===== config.mk =====
export PLATFORM = sky130hd
export DESIGN_NAME = fivc_front
export DESIGN_NICKNAME = d
export VERILOG_FILES = /design/src/rtl/core/fivc_pkg.sv /design/src/rtl/core/fivc_front.sv
export SDC_FILE = /design/constraint.sdc
export NUM_CORES = 1
export LEC_CHECK = 0
export BUFFER_PORTS_ARGS = -buffer_cell sky130_fd_sc_hd__buf_4
export CAP_MARGIN = 30
export CORE_AREA = 5 5 127 129
export DETAILED_ROUTE_END_ITERATION = 10
export DIE_AREA = 0 0 132 134
export PLACE_DENSITY = 0.77
export SLEW_MARGIN = 20
export SYNTH_ARGS = -nofsm -noshare
export SYNTH_HDL_FRONTEND = slang
export SYNTH_SLANG_ARGS = --single-unit

===== constraint.sdc =====
create_clock -name vclk -period 11
set_clock_uncertainty 0.2 [all_clocks]
set_input_delay 1.65 -clock vclk [all_inputs]
set_output_delay 1.65 -clock vclk [all_outputs]
set_load 0.05 [all_outputs]

===== src/rtl/core/fivc_pkg.sv =====
// ----------------------------------------------------------------------------
// fivc_pkg
// Types, constants and helper functions shared by the virtual clock modules.
// ----------------------------------------------------------------------------
package fivc_pkg;

  // Configuration register indexes.
  localparam int unsigned CFG_INDEX_W = 3;
  localparam logic [CFG_INDEX_W-1:0] REG_CLOCK_MODE     = 3'd0;
  localparam logic [CFG_INDEX_W-1:0] REG_RATE_PERMILLE  = 3'd1;
  localparam logic [CFG_INDEX_W-1:0] REG_ANCHOR_HOST    = 3'd2;
  localparam logic [CFG_INDEX_W-1:0] REG_ANCHOR_SESSION = 3'd3;
  localparam logic [CFG_INDEX_W-1:0] REG_FAULTS_ENABLED = 3'd4;

  // Clock modes.
  localparam logic MODE_ANCHORED = 1'b0;
  localparam logic MODE_SEALED   = 1'b1;

  // Operation codes.
  localparam logic OP_SAMPLE  = 1'b0;
  localparam logic OP_ADVANCE = 1'b1;

  // Status codes.
  localparam logic STATUS_OK      = 1'b0;
  localparam logic STATUS_REFUSED = 1'b1;

  localparam logic [16:0] RATE_UNIT    = 17'd1000;
  localparam logic [15:0] MAX_RATE     = 16'd65535;
  localparam logic [15:0] RATE_RESET   = 16'd1000;
  localparam logic [63:0] HASH_MUL     = 64'h9E37_79B9_7F4A_7C15;
  localparam int unsigned HASH_SHIFT   = 33;
  localparam logic [63:0] U64_MAX      = 64'hFFFF_FFFF_FFFF_FFFF;
  localparam logic [31:0] U32_MAX      = 32'hFFFF_FFFF;

  // Reciprocal of RATE_UNIT, ceil(2^36 / 1000). It divides any 26-bit
  // value (a 10-bit remainder above a 16-bit digit) exactly.
  localparam logic [26:0] RATE_RECIP       = 27'd68719477;
  localparam int unsigned RATE_RECIP_SHIFT = 36;

  // Divider step count for the jitter modulo.
  localparam logic [5:0] STEPS_HASH = 6'd31;

  typedef enum logic [1:0] {
    KIND_ADVANCE,
    KIND_SEALED,
    KIND_PRE_ANCHOR,
    KIND_SCALED
  } kind_t;

  // One classified request as it waits between front and back.
  typedef struct packed {
    kind_t        kind;
    logic [63:0]  value;      // advance amount, or host time since the anchor
    logic         faults;
    logic         skew_on;
    logic [15:0]  skew_mag;
    logic         jitter_on;
    logic [15:0]  jitter_mag;
  } entry_t;

  // Configuration that the front needs for classification.
  typedef struct packed {
    logic         clock_mode;
    logic         faults;
    logic [63:0]  anchor_host;
  } front_cfg_t;

  typedef struct packed {
    logic         start;
    logic [63:0]  dividend;   // left aligned, top bit first
    logic [5:0]   steps;
    logic [16:0]  divisor;
  } div_req_t;

  typedef struct packed {
    logic         done;
    logic [63:0]  quotient;
    logic [16:0]  remainder;
  } div_rsp_t;

  function automatic logic [63:0] sat_add64(input logic [63:0] a, input logic [63:0] b);
    logic [64:0] s;
    s = {1'b0, a} + {1'b0, b};
    return s[64] ? U64_MAX : s[63:0];
  endfunction

  function automatic logic [31:0] sat_inc32(input logic [31:0] c);
    return (c == U32_MAX) ? c : c + 32'd1;
  endfunction

endpackage


===== src/rtl/core/fivc_front.sv =====
// ----------------------------------------------------------------------------
// fivc_front
// Classifies each incoming request and pushes it into the request queue.
// ----------------------------------------------------------------------------
module fivc_front (
  input  logic                 push,
  output logic                 full,
  input  logic                 operation,
  input  logic [63:0]          host_now,
  input  logic [63:0]          advance_amount,
  input  logic                 skew_active,
  input  logic [15:0]          skew_magnitude,
  input  logic                 jitter_active,
  input  logic [15:0]          jitter_magnitude,
  input  fivc_pkg::front_cfg_t cfg,
  input  logic                 q_full,
  output logic                 q_push,
  output fivc_pkg::entry_t     q_entry
);

  assign full   = q_full;
  assign q_push = push && !q_full;

  always_comb begin
    q_entry.faults     = cfg.faults;
    q_entry.skew_on    = cfg.faults && skew_active;
    q_entry.skew_mag   = skew_magnitude;
    q_entry.jitter_on  = cfg.faults && jitter_active && (jitter_magnitude != 16'd0);
    q_entry.jitter_mag = jitter_magnitude;
    q_entry.value      = host_now - cfg.anchor_host;
    if (operation == fivc_pkg::OP_ADVANCE) begin
      q_entry.kind  = fivc_pkg::KIND_ADVANCE;
      q_entry.value = advance_amount;
    end else if (cfg.clock_mode == fivc_pkg::MODE_SEALED) begin
      q_entry.kind = fivc_pkg::KIND_SEALED;
    end else if (host_now < cfg.anchor_host) begin
      q_entry.kind = fivc_pkg::KIND_PRE_ANCHOR;
    end else begin
      q_entry.kind = fivc_pkg::KIND_SCALED;
    end
  end

endmodule


==> results by group <==
Outcome
  – Outcome: finished, final reports clean

Synth
  – Cell count after synthesis: 842
  – Mapped cell area: approximately 5200 um^2
  – Mapped Nets: between 1,000 and 1,500
  – Unique masters post-synth: between 50 and 60
  – Synth warn: 0
  – Register area share after synthesis: 0%
  – Post-synth top area cell: ha_1
  – Area share of the largest cell type after synthesis: 15.5%
  – Synth top area cells: ha_1 (15%), nand2_1 (9.0%), o21ai_0 (8.3%), a21oi_1 (8.2%), inv_1 (6.2%)
  – Synthesized area per cell: 6.15 um^2

Critical path
  – Slowest cell on the critical path: a2111oi_0
  – Crit-path cells: buf_4 -> inv_1 -> ha_1 -> fa_1 -> nand2b_1 -> a21oi_1 -> o2111ai_1 -> a211oi_1 -> o21ai_0 -> a2111oi_0 -> o211ai_1 -> a21o_1 -> a31o_2 -> buf_4
  – Crit. End Element: output port
  – Worst setup SP type: primary input
  – Most numerous cell on the critical path: buf_4
  – Crit Path Category: primary input to output port
  – Crit-path max cell delay: roughly 770 ps
  – CP Max Fanout: 5
  – Crit path DAT: 5430 ps
  – Crit path max-delay family: compound AO/OA/AOI/OAI gates
  – Buf+Inv Stages, Crit Path: 3
  – Worst Path Required: 9150 ps

Floorplan
  – Area of the die: approximately 18,000 um^2
  – Num ports: ~330
  – Die Wd: 132 um
  – Core Area: 14,900 um^2
  – Die Span Y: 134 um
  – Initial Utilization: about a third
  – Number of core rows: 45

Cells and area
  – CLK BUF: 0
  – Share of post-route cells with drive strength above 1: between 20% and 30%
  – Post-route cell area: approximately 7200 um^2
  – Final Net Count: about 1,400
  – Antenna Diode Count: 0
  – Seq. cell area: 0 um^2
  – Area delta synth->final: 39.9%
  – Fillers: 1,579
  – Multi-input gate area: ~4400 um^2
  – Sequential cells: 0

Global route
  – Grt ovf: 0
  – First-pass GRT wire length: around 31 mm
  – Total track usage: between 20% and 30%
  – Vias in the first global route: 6,395
  – Largest net degree at the start of global routing: between 60 and 70
  – Initial antenna violation count: 0

STA
  – Fin Setup TNS: 0 ps
  – Final hold violation count: 0
  – Min Tclk post-route: between 7000 and 8000 ps
  – Endpoints failing setup: 0
  – Rel. slew slack: 50.0%
  – Hold WS: 3100 ps
  – RSZ-0062 raised after global routing: no
  – Final Cycle Share: between 60% and 70%
  – Worst slew pin tran: roughly 730 ps
  – Max Freq: 0.137 GHz
  – Slew Limit Fails: 0

Drt
  – Avg Vias per Cell: 5.32
  – DR WL met3: between 1 and 1.5 mm
  – Post-Route WL: about 20 mm
  – Remaining DRCs: 0
  – 1st-pass router iterations: 5
  – Post-DRT Antenna Nets: 0
  – Via count: between 6,000 and 7,000
  – Met1 Wirelength: 8.17 mm
  – Met2 wire len: 9.97 mm
  – Drt initial violations: between 400 and 500
  – Highest routed layer: met4
  – Wire length per cell: 15.8 um

Placement
  – Post-DP HPWL: around 17 mm
  – RD Place Congestion: 0.891
  – Buffers added on ports: about 300
  – DP Area: 7240 um^2

Flow run
  – Max cap viols: 0

Clocking
  – Post-CTS Hold Buffers: 0
  – Post-CTS sizing: 0
  – Setup Fix Bufs, Post-CTS: 0

Pwr
  – IR Drop Worst-Case VDD: a little over 0.00005 V
  – Power density cells: ~75 nW/um^2
  – Power, Total: between 0.0005 and 0.0006 W
  – Leakage power: roughly 3.7 nW

Min path
  – Min-Delay Path Class: primary input to output port
==> Yosys cell counts, types with 2 or more instances <==
| cell | count |
|---|---|
| o21a_1 | 9 |
| o31ai_1 | 6 |
| a31o_2 | 3 |
| mux2i_1 | 2 |
| nor3_1 | 11 |
| xnor2_1 | 28 |
| nand4_1 | 21 |
| xor2_1 | 24 |
| o211ai_1 | 9 |
| a211oi_1 | 10 |
| o2111ai_1 | 3 |
| o21bai_1 | 18 |
| clkbuf_1 | 35 |
| o221ai_1 | 3 |
| or4_1 | 3 |
| nor4_1 | 6 |
| nor3b_1 | 2 |
| buf_6 | 4 |
| a41oi_1 | 2 |
| a31oi_1 | 9 |
| or3_1 | 5 |
| buf_4 | 34 |
| a221o_1 | 2 |
| ha_1 | 64 |
| a2111oi_0 | 2 |
| a21o_1 | 34 |
| a311oi_1 | 2 |
| and2_1 | 8 |
| nand3_1 | 14 |
| and3_1 | 5 |
| nand2_1 | 124 |
| nor4b_1 | 2 |
| a21oi_1 | 85 |
| nand2b_1 | 7 |
| buf_2 | 2 |
| a21boi_0 | 3 |
| o21ai_0 | 86 |
| inv_1 | 85 |
| nor2b_1 | 4 |
| mux2_2 | 2 |
| nor2_1 | 43 |
| a211o_1 | 3 |
| o211a_1 | 2 |
==> routing by layer <==
layer,track usage [%],vias to the layer above
li1,-,3406
met1,25.2,2938
met2,37.7,320
met3,2.66,20
met4,2.17,0
met5,0,-
==> worst paths after layout <==
| check | start | endpoint | depth (start not counted) |
|---|---|---|---|
| hold / removal | skew_magnitude[6] | q_entry[23] | 0 |
| setup / recovery | host_now[0] | q_entry[97] | 14 |
==> cell type report <==
type | instances | share of cell area, %
inverters | 85 | 4.41
multi-input cells | 681 | 60.9
well taps | 188 | 3.25
repair buffers | 303 | 31.4
==> stage by stage <==
step	utilization, %	setup WS, ps	std cells
2_1_floorplan	-	4020	842
3_3_place_gp	48.5	3920	1257
3_5_place_dp	48.5	3850	1257
4_1_cts	48.5	3810	1257
5_1_grt	48.5	3490	1257
6_report	48.5	3720	1257
==> cell families (layout without fill, tap and decap cells) <==
| kind of cell | Yosys count | after routing | share of synthesized area [%] |
|---|---|---|---|
| xor+xnor | 52 | 52 | 8.80 |
| simple gates | 260 | 260 | 23.4 |
| mux | 4 | 4 | 0.822 |
| buf+inv | 161 | 388 | 14.8 |
| compound gates | 300 | 300 | 36.3 |
| fa+ha+maj | 65 | 65 | 15.9 |
==> report_power, final <==
| part | switching [W] | leakage (nW) | total [W] | internal (W) |
|---|---|---|---|---|
| Sequential | 0 | 0 | 0 | 0 |
| Clock | 0 | 0 | 0 | 0 |
| Combinational | 0.000338 | 3.72 | 0.000540 | 0.000203 |
| Total | 0.000338 | 3.72 | 0.000540 | 0.000203 |
==> cells in the final DEF, fill, tap and decap left out, types with 24 or more instances in the layout <==
| cell | synthesis | routed |
|---|---|---|
| buf_4 | 34 | 303 |
| xor2_1 | 24 | 24 |
| nor2_1 | 43 | 43 |
| o21ai_0 | 86 | 86 |
| inv_1 | 85 | 85 |
| a21oi_1 | 85 | 85 |
| ha_1 | 64 | 64 |
| nand2_1 | 124 | 124 |
| a21o_1 | 34 | 34 |
| xnor2_1 | 28 | 28 |
Note: power is estimated with default switching activity, not from simulation.
