[src/rtl/core/fivc_pkg.sv]
// ----------------------------------------------------------------------------
// fivc_pkg
// Types, constants and helper functions shared by the virtual clock modules.
// ----------------------------------------------------------------------------
package fivc_pkg;

  // Configuration register indexes.
  localparam int unsigned CFG_INDEX_W = 3;
  localparam logic [CFG_INDEX_W-1:0] REG_CLOCK_MODE     = 3'd0;
  localparam logic [CFG_INDEX_W-1:0] REG_RATE_PERMILLE  = 3'd1;
  localparam logic [CFG_INDEX_W-1:0] REG_ANCHOR_HOST    = 3'd2;
  localparam logic [CFG_INDEX_W-1:0] REG_ANCHOR_SESSION = 3'd3;
  localparam logic [CFG_INDEX_W-1:0] REG_FAULTS_ENABLED = 3'd4;

  // Clock modes.
  localparam logic MODE_ANCHORED = 1'b0;
  localparam logic MODE_SEALED   = 1'b1;

  // Operation codes.
  localparam logic OP_SAMPLE  = 1'b0;
  localparam logic OP_ADVANCE = 1'b1;

  // Status codes.
  localparam logic STATUS_OK      = 1'b0;
  localparam logic STATUS_REFUSED = 1'b1;

  localparam logic [16:0] RATE_UNIT    = 17'd1000;
  localparam logic [15:0] MAX_RATE     = 16'd65535;
  localparam logic [15:0] RATE_RESET   = 16'd1000;
  localparam logic [63:0] HASH_MUL     = 64'h9E37_79B9_7F4A_7C15;
  localparam int unsigned HASH_SHIFT   = 33;
  localparam logic [63:0] U64_MAX      = 64'hFFFF_FFFF_FFFF_FFFF;
  localparam logic [31:0] U32_MAX      = 32'hFFFF_FFFF;

  // Reciprocal of RATE_UNIT, ceil(2^36 / 1000). It divides any 26-bit
  // value (a 10-bit remainder above a 16-bit digit) exactly.
  localparam logic [26:0] RATE_RECIP       = 27'd68719477;
  localparam int unsigned RATE_RECIP_SHIFT = 36;

  // Divider step count for the jitter modulo.
  localparam logic [5:0] STEPS_HASH = 6'd31;

  typedef enum logic [1:0] {
    KIND_ADVANCE,
    KIND_SEALED,
    KIND_PRE_ANCHOR,
    KIND_SCALED
  } kind_t;

  // One classified request as it waits between front and back.
  typedef struct packed {
    kind_t        kind;
    logic [63:0]  value;      // advance amount, or host time since the anchor
    logic         faults;
    logic         skew_on;
    logic [15:0]  skew_mag;
    logic         jitter_on;
    logic [15:0]  jitter_mag;
  } entry_t;

  // Configuration that the front needs for classification.
  typedef struct packed {
    logic         clock_mode;
    logic         faults;
    logic [63:0]  anchor_host;
  } front_cfg_t;

  typedef struct packed {
    logic         start;
    logic [63:0]  dividend;   // left aligned, top bit first
    logic [5:0]   steps;
    logic [16:0]  divisor;
  } div_req_t;

  typedef struct packed {
    logic         done;
    logic [63:0]  quotient;
    logic [16:0]  remainder;
  } div_rsp_t;

  function automatic logic [63:0] sat_add64(input logic [63:0] a, input logic [63:0] b);
    logic [64:0] s;
    s = {1'b0, a} + {1'b0, b};
    return s[64] ? U64_MAX : s[63:0];
  endfunction

  function automatic logic [31:0] sat_inc32(input logic [31:0] c);
    return (c == U32_MAX) ? c : c + 32'd1;
  endfunction

endpackage

[src/rtl/core/fivc_queue.sv]
// ----------------------------------------------------------------------------
// fivc_queue
// Two-entry request queue between the front and the back.
// ----------------------------------------------------------------------------
module fivc_queue (
  input  logic             clk,
  input  logic             rst,
  input  logic             wr_en,
  input  fivc_pkg::entry_t wr_entry,
  output logic             q_full,
  input  logic             rd_en,
  output logic             q_empty,
  output fivc_pkg::entry_t rd_entry
);

  fivc_pkg::entry_t slots [2];
  logic       wr_ptr;
  logic       rd_ptr;
  logic [1:0] count;

  assign q_full   = (count == 2'd2);
  assign q_empty  = (count == 2'd0);
  assign rd_entry = slots[rd_ptr];

  always_ff @(posedge clk) begin
    if (wr_en) begin
      slots[wr_ptr] <= wr_entry;
    end
  end

  always_ff @(posedge clk) begin
    if (rst) begin
      wr_ptr <= 1'b0;
      rd_ptr <= 1'b0;
      count  <= 2'd0;
    end else begin
      if (wr_en) wr_ptr <= !wr_ptr;
      if (rd_en) rd_ptr <= !rd_ptr;
      unique case ({wr_en, rd_en})
        2'b10:   count <= count + 2'd1;
        2'b01:   count <= count - 2'd1;
        default: count <= count;
      endcase
    end
  end

endmodule

[config.mk]
export PLATFORM = sky130hd
export DESIGN_NAME = fivc_queue
export DESIGN_NICKNAME = d
export VERILOG_FILES = /design/src/rtl/core/fivc_pkg.sv /design/src/rtl/core/fivc_queue.sv
export SDC_FILE = /design/constraint.sdc
export NUM_CORES = 1
export LEC_CHECK = 0
export BUFFER_PORTS_ARGS = -buffer_cell sky130_fd_sc_hd__buf_2
export CORE_MARGIN = 2
export CORE_UTILIZATION = 52
export CTS_CLUSTER_DIAMETER = 40
export DETAILED_ROUTE_END_ITERATION = 12
export GPL_TIMING_DRIVEN = 0
export PLACE_DENSITY = 0.82
export SYNTH_ARGS = -nofsm -noshare
export SYNTH_HDL_FRONTEND = slang
export SYNTH_SLANG_ARGS = --single-unit
[constraint.sdc]
create_clock -name clk -period 6.8 [get_ports clk]
set_input_delay 1.36 -clock clk [delete_from_list [all_inputs] [get_ports clk]]
set_output_delay 1.36 -clock clk [all_outputs]
set_load 0.1 [all_outputs]
==> flow_results.xml <==
<?xml version="1.0" encoding="UTF-8"?>
<metrics>
  <group name="sta">
    <metric name="hold_slack" unit="ns">0.512</metric>
    <metric name="finalCritPeriodShare" unit="">0.510</metric>
    <metric name="report.final.slew_viol_count" unit="">0</metric>
    <metric name="setup_tns" unit="ns">0</metric>
    <metric name="clock-skew-final" unit="ns">0.00797</metric>
    <metric name="timing.slew.headroom" unit="">0.453</metric>
    <metric name="hold_violations" unit="">0</metric>
    <metric name="fin_crit" unit="ns">3.47</metric>
    <metric name="rsz_0062_raised_after_global_routing" unit="">no</metric>
    <metric name="timing_worst_slew_pin_value" unit="ns">0.820</metric>
    <metric name="timing.final.setup_violations" unit="">0</metric>
    <metric name="timing.fmax" unit="MHz">288</metric>
  </group>
  <group name="die">
    <metric name="die_height" unit="um">124</metric>
    <metric name="std_cell_rows" unit="">43</metric>
    <metric name="placeableCoreArea" unit="mm2">0.0140</metric>
    <metric name="die_w" unit="um">124</metric>
    <metric name="initial_core_util" unit="">0.535</metric>
    <metric name="floorplan.die_area" unit="mm2">0.0154</metric>
    <metric name="io_pins" unit="">208</metric>
  </group>
  <group name="detailed_routing">
    <metric name="maxUsedRoutingLayer" unit="">met4</metric>
    <metric name="detailedRoute.firstIterationViolations" unit="">192</metric>
    <metric name="number_of_antenna_violating_nets_in_the_routed_design" unit="">0</metric>
    <metric name="detailroute.wirelength.met2" unit="um">7010</metric>
    <metric name="vias" unit="">3949</metric>
    <metric name="drcViolationCount" unit="">0</metric>
    <metric name="drt_wl_total" unit="um">13800</metric>
    <metric name="wirelength_met1" unit="um">5140</metric>
    <metric name="drt_pass1_iterations" unit="">4</metric>
    <metric name="routed-wl-met3" unit="um">1340</metric>
    <metric name="avgRoutedWirePerCell" unit="um">17.8</metric>
    <metric name="route.detailed.vias_per_inst" unit="">5.08</metric>
  </group>
  <group name="logic_synthesis">
    <metric name="synth.top_cells.by_area" unit="">sky130_fd_sc_hd__edfxtp_1 81%, sky130_fd_sc_hd__mux2_2 15%, sky130_fd_sc_hd__dfxtp_1 1.3%</metric>
    <metric name="synth_top_area_share" unit="">0.810</metric>
    <metric name="syn-mean-instance-area" unit="um2">22.3</metric>
    <metric name="synth_fp_nets" unit="">442</metric>
    <metric name="post_synthesis_cell_type_count" unit="">15</metric>
    <metric name="yosys_top_cell_by_area" unit="">sky130_fd_sc_hd__edfxtp_1</metric>
    <metric name="synth.cell_area" unit="mm2">0.00749</metric>
    <metric name="postSynthRegisterBits" unit="">207</metric>
    <metric name="synth-seq-area-share" unit="">0.824</metric>
    <metric name="postSynthCellCount" unit="">336</metric>
    <metric name="synth.yosys.warnings" unit="">0</metric>
  </group>
  <group name="cells_and_area">
    <metric name="drive_above_1_share" unit="">0.625</metric>
    <metric name="n_antenna_cell" unit="">0</metric>
    <metric name="area_added_between_synthesis_and_finish" unit="%">31.1</metric>
    <metric name="nets" unit="">683</metric>
    <metric name="design_area" unit="mm2">0.00981</metric>
  </group>
  <group name="critical_path">
    <metric name="worst-endpoint-required" unit="ns">5.44</metric>
    <metric name="start_kind" unit="">register</metric>
    <metric name="critPathKind" unit="">reg2out</metric>
    <metric name="timing.critical_path.fanout_max" unit="">10</metric>
    <metric name="crit_path_cell_trace" unit="">buf_2, buf_4, mux2_2, buf_2</metric>
    <metric name="data_arrival_time_at_the_worst_slack_endpoint" unit="ns">2.11</metric>
    <metric name="crit_path_top_delay_cell" unit="">sky130_fd_sc_hd__mux2_2</metric>
    <metric name="crit_path_max_incr_delay" unit="ns">0.36</metric>
    <metric name="timing.critical_path.to_type" unit="">output port</metric>
    <metric name="cp_common_cell" unit="">sky130_fd_sc_hd__buf_2</metric>
  </group>
  <group name="place">
    <metric name="finalWeightedCongestion" unit="">0.703</metric>
    <metric name="placedInstanceArea" unit="mm2">0.00884</metric>
    <metric name="portBuffers" unit="">207</metric>
    <metric name="placed_wire_length_estimate" unit="um">9100</metric>
  </group>
  <group name="grt">
    <metric name="grt_start_max_net_pins" unit="">59</metric>
    <metric name="grt_pass1_vias" unit="">4080</metric>
    <metric name="antenna_found_initial" unit="">0</metric>
    <metric name="globalRouteTotalUtil" unit="">0.171</metric>
    <metric name="grt.overflow.total" unit="">0</metric>
    <metric name="grt_pass1_wl" unit="um">20000</metric>
  </group>
  <group name="clock_network">
    <metric name="cts_resized" unit="">0</metric>
    <metric name="clock_tree_from_tritoncts" unit="">done</metric>
    <metric name="clock_transition_at_the_registers_of_the_reported_paths" unit="ns">0.06</metric>
    <metric name="cts_num_sinks" unit="">207</metric>
    <metric name="cts_max_path_buffers" unit="">3</metric>
    <metric name="clockRootBuffer" unit="">sky130_fd_sc_hd__clkbuf_16</metric>
    <metric name="h-tree-depth" unit="">1</metric>
    <metric name="cts_hold_repair.buffers" unit="">0</metric>
    <metric name="cts_buffers" unit="">28</metric>
    <metric name="post_cts.repair.setup_buffers" unit="">0</metric>
    <metric name="clk-insertion-delay-late" unit="ns">0.51</metric>
  </group>
  <group name="run_status">
    <metric name="run_status" unit="">finished clean</metric>
  </group>
  <group name="power">
    <metric name="cellLeakagePower" unit="nW">3.72</metric>
    <metric name="peakVddDrop" unit="V">0.000296</metric>
    <metric name="totalPowerFinal" unit="W">0.00375</metric>
    <metric name="power.density_cell_area" unit="mW/mm2">382</metric>
  </group>
  <group name="hold_path">
    <metric name="holdCritPathClass" unit="">reg2reg</metric>
  </group>
  <group name="run">
    <metric name="cap_viol_max_count" unit="">0</metric>
  </group>
</metrics>
where the power goes:
part | switching [W] | internal (W)
Sequential | 0.0000189 | 0.00149
Clock | 0.000538 | 0.000918
Combinational | 0.000632 | 0.000151
cell usage after synthesis:
cell type	count
sky130_fd_sc_hd__edfxtp_1	202
sky130_fd_sc_hd__mux2_2	101
sky130_fd_sc_hd__buf_4	9
sky130_fd_sc_hd__nor2_1	6
sky130_fd_sc_hd__dfxtp_1	5
sky130_fd_sc_hd__xnor2_1	3
sky130_fd_sc_hd__buf_2	2
sky130_fd_sc_hd__a21oi_1	1
sky130_fd_sc_hd__and2_1	1
sky130_fd_sc_hd__and2b_2	1
sky130_fd_sc_hd__ha_1	1
sky130_fd_sc_hd__inv_1	1
sky130_fd_sc_hd__o21ai_0	1
sky130_fd_sc_hd__or3_1	1
sky130_fd_sc_hd__xor2_1	1
stage by stage:
stage                     instances   util  worst slack [ns]
after floorplan                 336      -             0.585
after global placement          723  0.625             -1.41
final                           778  0.702              3.33
after detailed placement        727  0.632              3.88
after CTS                       778  0.702              3.31
after global routing            778  0.702              3.27
sequential cells by signal, indices dropped and copies added (netlist names), named ones only:
name    flops
rd_ptr      1
wr_ptr      1
slots     202
count       2
logic make-up (layout without fill, tap and decap cells):
group	after synthesis	in the layout	share of synthesized area
DFF	207	207	0.824
muxes	101	101	0.152
buffers and inverters	12	274	0.0109
and+or+nand+nor	9	9	0.00585
xor gates and xnor gates	4	4	0.00468
AOI/OAI and AO/OA	2	2	0.00134
adders and majority gates	1	1	0.00167
critical path, delay by kind of cell (launching register included):
family,cells,cell delay (ns)
DFF,1,0.33
buffers and inverters,3,0.89
muxes,1,0.36
layout by cell type, fill, tap and decap left out, types with 2 or more instances in the layout:
| master | instances |
|---|---|
| sky130_fd_sc_hd__buf_12 | 3 |
| sky130_fd_sc_hd__dfxtp_1 | 5 |
| sky130_fd_sc_hd__mux2_2 | 101 |
| sky130_fd_sc_hd__clkinv_4 | 6 |
| sky130_fd_sc_hd__clkinvlp_4 | 6 |
| sky130_fd_sc_hd__buf_4 | 9 |
| sky130_fd_sc_hd__nor2_1 | 5 |
| sky130_fd_sc_hd__edfxtp_1 | 202 |
| sky130_fd_sc_hd__xnor2_1 | 3 |
| sky130_fd_sc_hd__bufinv_16 | 4 |
| sky130_fd_sc_hd__inv_6 | 2 |
| sky130_fd_sc_hd__buf_2 | 209 |
| sky130_fd_sc_hd__clkbuf_1 | 2 |
| sky130_fd_sc_hd__clkbuf_16 | 28 |
per-layer routing:
metal | vias to the layer above | global-route usage
met5 | - | 0
met4 | 0 | 0.0562
met3 | 29 | 0.0563
met2 | 164 | 0.302
met1 | 1922 | 0.197
li1 | 1834 | -
path summary, 6_finish.rpt:
check	from	end	slack (ns)	cells past startpoint
setup / recovery	register	rd_entry[37]	3.33	4
setup reg to reg	wr_ptr$_SDFFE_PP0P_	slots[1][85]$_DFFE_PP_	4.93	2
hold reg to reg	count[1]$_SDFFE_PP0P_	count[1]$_SDFFE_PP0P_	0.51	2
hold / removal	count[1]$_SDFFE_PP0P_	count[1]$_SDFFE_PP0P_	0.51	2
layout make-up:
class / instances / area [um2]
plain buffers: 11 / 77.6
clock buffers: 30 / 708
clock inverters: 21 / 260
fillers: 884 / 4180
inverters: 1 / 3.75
multi-input cells: 117 / 1250
flip-flops and latches: 207 / 6170
well taps: 180 / 225
repair buffers: 211 / 1120
Note: power is estimated with default switching activity, not from simulation.
