File: src/rtl/core/fivc_pkg.sv
// ----------------------------------------------------------------------------
// fivc_pkg
// Types, constants and helper functions shared by the virtual clock modules.
// ----------------------------------------------------------------------------
package fivc_pkg;

  // Configuration register indexes.
  localparam int unsigned CFG_INDEX_W = 3;
  localparam logic [CFG_INDEX_W-1:0] REG_CLOCK_MODE     = 3'd0;
  localparam logic [CFG_INDEX_W-1:0] REG_RATE_PERMILLE  = 3'd1;
  localparam logic [CFG_INDEX_W-1:0] REG_ANCHOR_HOST    = 3'd2;
  localparam logic [CFG_INDEX_W-1:0] REG_ANCHOR_SESSION = 3'd3;
  localparam logic [CFG_INDEX_W-1:0] REG_FAULTS_ENABLED = 3'd4;

  // Clock modes.
  localparam logic MODE_ANCHORED = 1'b0;
  localparam logic MODE_SEALED   = 1'b1;

  // Operation codes.
  localparam logic OP_SAMPLE  = 1'b0;
  localparam logic OP_ADVANCE = 1'b1;

  // Status codes.
  localparam logic STATUS_OK      = 1'b0;
  localparam logic STATUS_REFUSED = 1'b1;

  localparam logic [16:0] RATE_UNIT    = 17'd1000;
  localparam logic [15:0] MAX_RATE     = 16'd65535;
  localparam logic [15:0] RATE_RESET   = 16'd1000;
  localparam logic [63:0] HASH_MUL     = 64'h9E37_79B9_7F4A_7C15;
  localparam int unsigned HASH_SHIFT   = 33;
  localparam logic [63:0] U64_MAX      = 64'hFFFF_FFFF_FFFF_FFFF;
  localparam logic [31:0] U32_MAX      = 32'hFFFF_FFFF;

  // Reciprocal of RATE_UNIT, ceil(2^36 / 1000). It divides any 26-bit
  // value (a 10-bit remainder above a 16-bit digit) exactly.
  localparam logic [26:0] RATE_RECIP       = 27'd68719477;
  localparam int unsigned RATE_RECIP_SHIFT = 36;

  // Divider step count for the jitter modulo.
  localparam logic [5:0] STEPS_HASH = 6'd31;

  typedef enum logic [1:0] {
    KIND_ADVANCE,
    KIND_SEALED,
    KIND_PRE_ANCHOR,
    KIND_SCALED
  } kind_t;

  // One classified request as it waits between front and back.
  typedef struct packed {
    kind_t        kind;
    logic [63:0]  value;      // advance amount, or host time since the anchor
    logic         faults;
    logic         skew_on;
    logic [15:0]  skew_mag;
    logic         jitter_on;
    logic [15:0]  jitter_mag;
  } entry_t;

  // Configuration that the front needs for classification.
  typedef struct packed {
    logic         clock_mode;
    logic         faults;
    logic [63:0]  anchor_host;
  } front_cfg_t;

  typedef struct packed {
    logic         start;
    logic [63:0]  dividend;   // left aligned, top bit first
    logic [5:0]   steps;
    logic [16:0]  divisor;
  } div_req_t;

  typedef struct packed {
    logic         done;
    logic [63:0]  quotient;
    logic [16:0]  remainder;
  } div_rsp_t;

  function automatic logic [63:0] sat_add64(input logic [63:0] a, input logic [63:0] b);
    logic [64:0] s;
    s = {1'b0, a} + {1'b0, b};
    return s[64] ? U64_MAX : s[63:0];
  endfunction

  function automatic logic [31:0] sat_inc32(input logic [31:0] c);
    return (c == U32_MAX) ? c : c + 32'd1;
  endfunction

endpackage

File: src/rtl/core/fivc_div.sv
// ----------------------------------------------------------------------------
// fivc_div
// Restoring divider, one quotient bit per cycle, dividend taken top bit first.
// ----------------------------------------------------------------------------
module fivc_div (
  input  logic               clk,
  input  logic               rst,
  input  fivc_pkg::div_req_t req,
  output fivc_pkg::div_rsp_t rsp
);

  logic        busy;
  logic        done;
  logic [5:0]  cnt;
  logic [63:0] dvd;
  logic [63:0] quo;
  logic [16:0] rem;
  logic [16:0] dvs;
  logic [17:0] trial;
  logic [17:0] diff;
  logic        ge;

  assign trial = {rem, dvd[63]};
  assign diff  = trial - {1'b0, dvs};
  assign ge    = (trial >= {1'b0, dvs});

  assign rsp.done      = done;
  assign rsp.quotient  = quo;
  assign rsp.remainder = rem;

  always_ff @(posedge clk) begin
    if (rst) begin
      busy <= 1'b0;
      done <= 1'b0;
    end else begin
      done <= 1'b0;
      if (req.start) begin
        busy <= 1'b1;
        cnt  <= req.steps;
        dvd  <= req.dividend;
        dvs  <= req.divisor;
        quo  <= 64'd0;
        rem  <= 17'd0;
      end else if (busy) begin
        dvd <= {dvd[62:0], 1'b0};
        quo <= {quo[62:0], ge};
        rem <= ge ? diff[16:0] : trial[16:0];
        cnt <= cnt - 6'd1;
        if (cnt == 6'd1) begin
          busy <= 1'b0;
          done <= 1'b1;
        end
      end
    end
  end

endmodule

File: config.mk
export PLATFORM = sky130hd
export DESIGN_NAME = fivc_div
export DESIGN_NICKNAME = d
export VERILOG_FILES = /design/src/rtl/core/fivc_pkg.sv /design/src/rtl/core/fivc_div.sv
export SDC_FILE = /design/constraint.sdc
export NUM_CORES = 1
export LEC_CHECK = 0
export BUFFER_PORTS_ARGS = -buffer_cell sky130_fd_sc_hd__buf_2
export CORE_MARGIN = 2
export CORE_UTILIZATION = 32
export CTS_CLUSTER_SIZE = 12
export DETAILED_ROUTE_END_ITERATION = 12
export PLACE_DENSITY = 0.48
export SLEW_MARGIN = 20
export SYNTH_ARGS = -nofsm -noshare
export SYNTH_HDL_FRONTEND = slang
export SYNTH_SLANG_ARGS = --single-unit
File: constraint.sdc
create_clock -name clk -period 24.2 [get_ports clk]
set_clock_uncertainty 0.2 [all_clocks]
set_input_delay 3.63 -clock clk [delete_from_list [all_inputs] [get_ports clk]]
set_output_delay 3.63 -clock clk [all_outputs]
set_load 0.005 [all_outputs]
==> impl_metrics.yaml, run 1 <==
global_route:
  grt_pass1_vias: 4921
  grt_pass1_wl_um: 26970
  grtUsageTotal_pct: 13.49
  antenna_found_initial: 9
  grt-ovfl-total: 0
  grt_start_max_net_pins: 89
detailed_routing:
  drc_errors: 0
  vias_per_cell: 4.598
  via_count: 4750
  drt-pass1-iter-count: 6
  wire_per_inst_um: 16.30
  drt-initial-drc-count: 260
  ant_nets: 0
  wirelength_um: 16840
clock_tree:
  post_cts_buffers: 0
  clkTransAtPathRegs_ns: 0.07
  cts.sinks: 170
  cts_root_buf: "clkbuf_16"
  clk_latency_ns: 0.43
  clk_path_buf_depth: 2
  cts_buffers: 17
  cts_hold_buf: 0
  ctsHtreeMaxLevel: 4
  tritoncts: "built"
  cts_resized: 0
final_layout:
  fin_area_mm2: 0.009504
  syn_to_final_growth_pct: 23.59
  drive_gt1_share_pct: 40.11
  nets: 805
  mostFrequentLayoutCell: "buf_2"
  fillers: 2271
  mostFrequentLayoutCells: "buf_2, edfxtp_1, mux2_2, nor2b_1, inv_1"
die:
  dieArea_mm2: 0.02529
  core_mm2: 0.02354
  top_level_ports: 172
  die_width_um: 159.0
  std_cell_rows: 56
  start_util_pct: 32.66
  die-height_um: 159.0
setup_path:
  criticalPathCategory: "input port to flip-flop"
  crit_buf_inv: 3
  cpLargestDelayFamily: "buffers and inverters"
  max_stage_delay_ns: 0.84
  cp_cell_sequence: "buf_4 -> nor2_1 -> nor2_4 -> buf_4 -> buf_4"
  worstPathRequired_ns: 24.07
  cpMostUsedCell: "buf_4"
  setup.worst_path.start_class: "input port"
  arrival_ns: 6.89
  reg2reg_depth: 4
  r2r-start: "busy$_SDFF_PP0_"
  end_kind: "flip-flop"
  r2r_slack_ns: 20.90
  reg2reg_to: "dvd[32]$_DFFE_PP_"
  path_max_fanout: 88
  crit_path_top_delay_cell: "buf_4"
synth:
  synth_mux_area_share_pct: 10.41
  synth_seq_area_share_pct: 66.12
  synth_compound_area_share_pct: 6.150
  synth-edff-count: 168
  syn_nets: 634
  synth_seq_cells: 170
  synth_top_area_cell: "edfxtp_1"
  synth-main-ff-cell: "edfxtp_1"
  synthAdderAreaFrac_pct: 3.352
  synth_top_family_by_area: "multiplexers"
  synth-simple-area-share_pct: 9.730
  ys_types: 51
  synth-xor-area-share_pct: 1.708
  synth_cells: 524
  yosys_warnings: 0
  synthTopCellsByArea: "edfxtp_1, mux2_2, nor2b_1"
  syn_area_per_cell_um2: 14.68
  yosys.area.top_type_share_pct: 65.60
  async_flop_share_pct: 0
  synth_area_mm2: 0.007690
timing:
  final_max_slew_viol_count: 0
  setup_viol: 0
  fmax_mhz: 142.5
  period_share_pct: 29.01
  rsz0062_at_grt: "false"
  timing.final.hold_violations: 0
  final.min_clock_period_ns: 7.020
  setup_tns_ns: 0
  worst_pin_slew_ns: 0.9831
  slew_headroom_pct: 34.30
run_status:
  run_status: "complete, no violations"
hold_path:
  hp-class: "flip-flop to flip-flop"
  worstHoldStart: "busy$_SDFF_PP0_"
  hold_end: "done$_SDFF_PP0_"
  holdPathStages: 1
power_and_ir_drop:
  p_per_area_mw_per_mm2: 77.00
  p_leak_nw: 3.715
  peakVddDrop_uv: 46.65
placed_design:
  placed_cell_area_mm2: 0.008876
  portBuffers: 171
  place_hpwl_um: 11570
  place_congestion: 0.8317
run:
  max-cap-violations: 0
==> layer usage <==
metal	up-vias	share of wire (%)	GRT usage, %
met1	2311	46	17.79
met5	-	0.31	0
li1	2296	-	-
met2	114	45	20.30
met3	21	7.3	5.705
met4	8	1.1	3.967
==> flip-flops by register name, summed over array words and instances (netlist names) <==
| signal | count |
|---|---|
| cnt | 6 |
| rem | 17 |
| busy | 1 |
| dvd | 64 |
| done | 1 |
| quo | 64 |
| dvs | 17 |
==> cell usage after synthesis (2+ instances only) <==
cell type	n
buf_1	2
nor2b_1	64
o2111ai_1	4
nor2_1	21
xor2_1	5
nand3_1	4
and2_1	2
inv_1	23
nand2b_1	2
edfxtp_1	168
buf_2	2
nand2_1	22
o21a_1	3
a211oi_1	4
nor3_1	8
o21ai_0	10
o21ai_1	3
clkbuf_1	15
mux2i_1	8
a21o_1	8
a221o_1	2
a221oi_1	2
a21oi_1	15
buf_6	2
dfxtp_1	2
o22ai_1	3
or3_1	3
xnor2_1	10
nand4_1	2
and4_1	2
ha_1	19
mux2_2	64
a211oi_2	2
==> area by class of cell <==
| type | instances | area [um2] | share of cell area [%] |
|---|---|---|---|
| Inverter | 24 | 90.09 | 0.9479 |
| Clock buffer | 17 | 425.4 | 4.476 |
| Timing Repair Buffer | 174 | 880.8 | 9.268 |
| Tap cell | 319 | 399.1 | 4.200 |
| Antenna cell | 6 | 15.01 | 0.1580 |
| Sequential cell | 170 | 5085 | 53.50 |
| Multi-Input combinational cell | 308 | 2430 | 25.57 |
| Clock inverter | 15 | 178.9 | 1.883 |
==> worst max-delay path by stage <==
| stage | slack, ns | endpoint | cells past startpoint | start |
|---|---|---|---|---|
| CTS | 17.07 | dvd[8]$_DFFE_PP_ | 5 | req[87] |
| floorplan | 12.74 | cnt[0]$_DFFE_PP_ | 4 | req[87] |
| global route | 16.78 | dvd[25]$_DFFE_PP_ | 5 | req[87] |
| detailed placement | 16.62 | dvd[35]$_DFFE_PP_ | 5 | req[87] |
| global placement | 16.76 | dvd[35]$_DFFE_PP_ | 5 | req[87] |
| finish | 17.18 | dvd[32]$_DFFE_PP_ | 5 | req[87] |
==> worst reg2reg max path, delay by kind of cell (launching register included) <==
kind | cells | cell delay, ns
AND/OR/NAND/NOR | 2 | 0.86
flip-flops | 1 | 0.32
buffers and inverters | 2 | 1.54
==> where the power goes <==
part	switching, W	internal, W
clock	0.000133	0.000139
combinational	0.0000544	0.0000455
sequential	0.00000959	0.000350
total	0.000197	0.000534
==> kinds of logic (layout without fill, tap and decap cells) <==
family / after synthesis / after routing
other: 0 / 6
xor gates and xnor gates: 15 / 15
AOI/OAI and AO/OA: 66 / 66
adders and majority gates: 20 / 20
and+or+nand+nor: 135 / 135
buffers and inverters: 46 / 230
DFF: 170 / 170
muxes: 72 / 72
==> stage by stage <==
stage	util, %	hold slack [ns]	total power, W	setup WS [ns]	instances
after floorplan	-	0.2660	0.0004342	12.74	524
after global placement	37.70	0.3043	0.0004646	16.76	995
after detailed placement	37.70	0.2952	0.0004659	16.62	995
after CTS	40.27	0.2954	0.0007427	17.07	1027
after global routing	40.33	0.3137	0.0007672	16.78	1029
final	40.37	0.2873	0.0007318	17.18	1033
(Power assumes the default switching activity.)
==> run 2, diff against run 1 <==
clock period = 7 ns   (was 24.2 ns; I/O delays follow)
==> run 2 against run 1 <==
Non-clock buffer count is 1 higher; final cell count hardly changed; critical path depth is 5 higher; sequential power grew to 3.5 times the previous value; clock-buffer cell count stayed put; sequential share of layout area hardly changed; via count is 0.65% higher; sequential cell count stayed put; combinational power grew to 3.5 times the previous value; clock power grew to 3.5 times the previous value; worst hold slack better by 0.0067 ns; highest routed layer unchanged.
==> impl_metrics.yaml, run 2 (synthesis results as in run 1) <==
detailed_routing:
  wire_per_inst_um: 16.09
  drt-initial-drc-count: 311
  drt-pass1-iter-count: 6
  ant_nets: 0
  via_count: 4781
  drc_errors: 0
  wirelength_um: 16600
  vias_per_cell: 4.633
timing:
  fmax_mhz: 313.4
  final_max_slew_viol_count: 0
  setup_ws_ns: 3.809
  worst_pin_slew_ns: 1.012
  final.min_clock_period_ns: 3.191
  setup_tns_ns: 0
  slew_headroom_pct: 32.51
  rsz0062_at_grt: "false"
  period_share_pct: 45.59
  setup_viol: 0
  timing.final.hold_violations: 0
power_and_ir_drop:
  p_per_area_mw_per_mm2: 267.7
  peakVddDrop_uv: 104.4
  p_total_w: 0.002545
  p_leak_nw: 3.719
final_layout:
  drive_gt1_share_pct: 39.97
  fillers: 2305
  stdcell_count: 1032
  finish.utilization_pct: 40.39
  register_area_mm2: 0.005085
  syn_to_final_growth_pct: 23.66
  top_regs: "dvd: 64 flops, quo: 64 flops"
  multi_input_area_mm2: 0.002427
  nets: 806
  mostFrequentLayoutCell: "buf_2"
  mostFrequentLayoutCells: "buf_2, edfxtp_1, mux2_2, nor2b_1, inv_1"
clock_tree:
  ctsHtreeMaxLevel: 4
  cts_hold_buf: 0
  cts_root_buf: "clkbuf_16"
  clkTransAtPathRegs_ns: 0.07
  clk_path_buf_depth: 2
  cts.sinks: 170
  cts_resized: 0
  post_cts_buffers: 0
  clk_latency_ns: 0.43
  tritoncts: "built"
  cts_buffers: 17
global_route:
  antenna_found_initial: 8
  grt_pass1_vias: 4926
  grtUsageTotal_pct: 13.36
  grt-ovfl-total: 0
  grt_start_max_net_pins: 88
  grt_pass1_wl_um: 26850
hold_path:
  hp-class: "flip-flop to flip-flop"
placed_design:
  place_congestion: 0.8642
  portBuffers: 171
  place_hpwl_um: 11270
  dp_slack_ns: 3.497
  dp_cells: 996
run:
  max-cap-violations: 0
setup_path:
  cpMostUsedCell: "inv_1"
  criticalPathCategory: "flip-flop to flip-flop"
  path_max_fanout: 20
  arrival_ns: 3.14
  setup.worst_path.start_class: "flip-flop"
  end_kind: "flip-flop"
  crit_path_top_delay_cell: "a221o_1"
  worstPathRequired_ns: 6.94
  max_stage_delay_ns: 0.42
  cp_cell_sequence: "inv_1 -> ha_1 -> inv_1 -> fa_1 -> a21o_1 -> a221o_1 -> o21ai_2 -> o211ai_4 -> mux2i_1 -> nor2_1"
die:
  die-height_um: 159.0
  dieArea_mm2: 0.02529
  die_width_um: 159.0
  start_util_pct: 32.66
  std_cell_rows: 56
  top_level_ports: 172
  core_mm2: 0.02354
run_status:
  run_status: "complete, no violations"
-- run 2: final cells by class --
cell class                 count  area share [%]
antenna                        5          0.1316
clock buffer                  17           4.474
clock inverter                14           1.908
inverter                      24          0.9474
multi-input combinational    308           25.53
sequential                   170           53.47
tap                          319           4.197
timing repair buffer         175           9.342
-- run 2: per-stage QoR --
step | area [um2] | hold slack, ns
after floorplan | 7692 | 0.2660
after global placement | 8881 | 0.2877
after detailed placement | 8881 | 0.2882
after CTS | 9488 | 0.2980
after global routing | 9509 | 0.3288
final | 9509 | 0.2940
-- run 2: worst paths after layout --
path | endpoint | start | slack (ns) | depth (start not counted)
max reg2reg | rem[1]$_SDFFCE_PP0P_ | dvd[63]$_DFFE_PP_ | 3.81 | 10
max | rem[1]$_SDFFCE_PP0P_ | dvd[63]$_DFFE_PP_ | 3.81 | 10
min reg2reg | done$_SDFF_PP0_ | busy$_SDFF_PP0_ | 0.29 | 1
min | done$_SDFF_PP0_ | busy$_SDFF_PP0_ | 0.29 | 1
-- run 2: critical path: cells and delay by family, from the launching register on --
| kind | cells | cell delay [ns] |
|---|---|---|
| flip-flops | 1 | 0.38 |
| multiplexers | 1 | 0.29 |
| buffers and inverters | 2 | 0.12 |
| AO/OA/AOI/OAI | 4 | 1.30 |
| adder cells (fa/ha/maj) | 2 | 0.54 |
| AND/OR/NAND/NOR | 1 | 0.06 |
-- run 2: metal layers --
metal	vias to the layer above	global-route usage [%]	routed length [um]
met5	-	0	34
met4	6	4.504	234
met3	27	5.705	1278
met2	138	20.47	7691
met1	2316	17.03	7361
li1	2294	-	-
-- run 2: power by group --
group / switching (W) / internal, W
sequential: 0.0000320 / 0.00121
clock: 0.000448 / 0.000511
combinational: 0.000188 / 0.000157
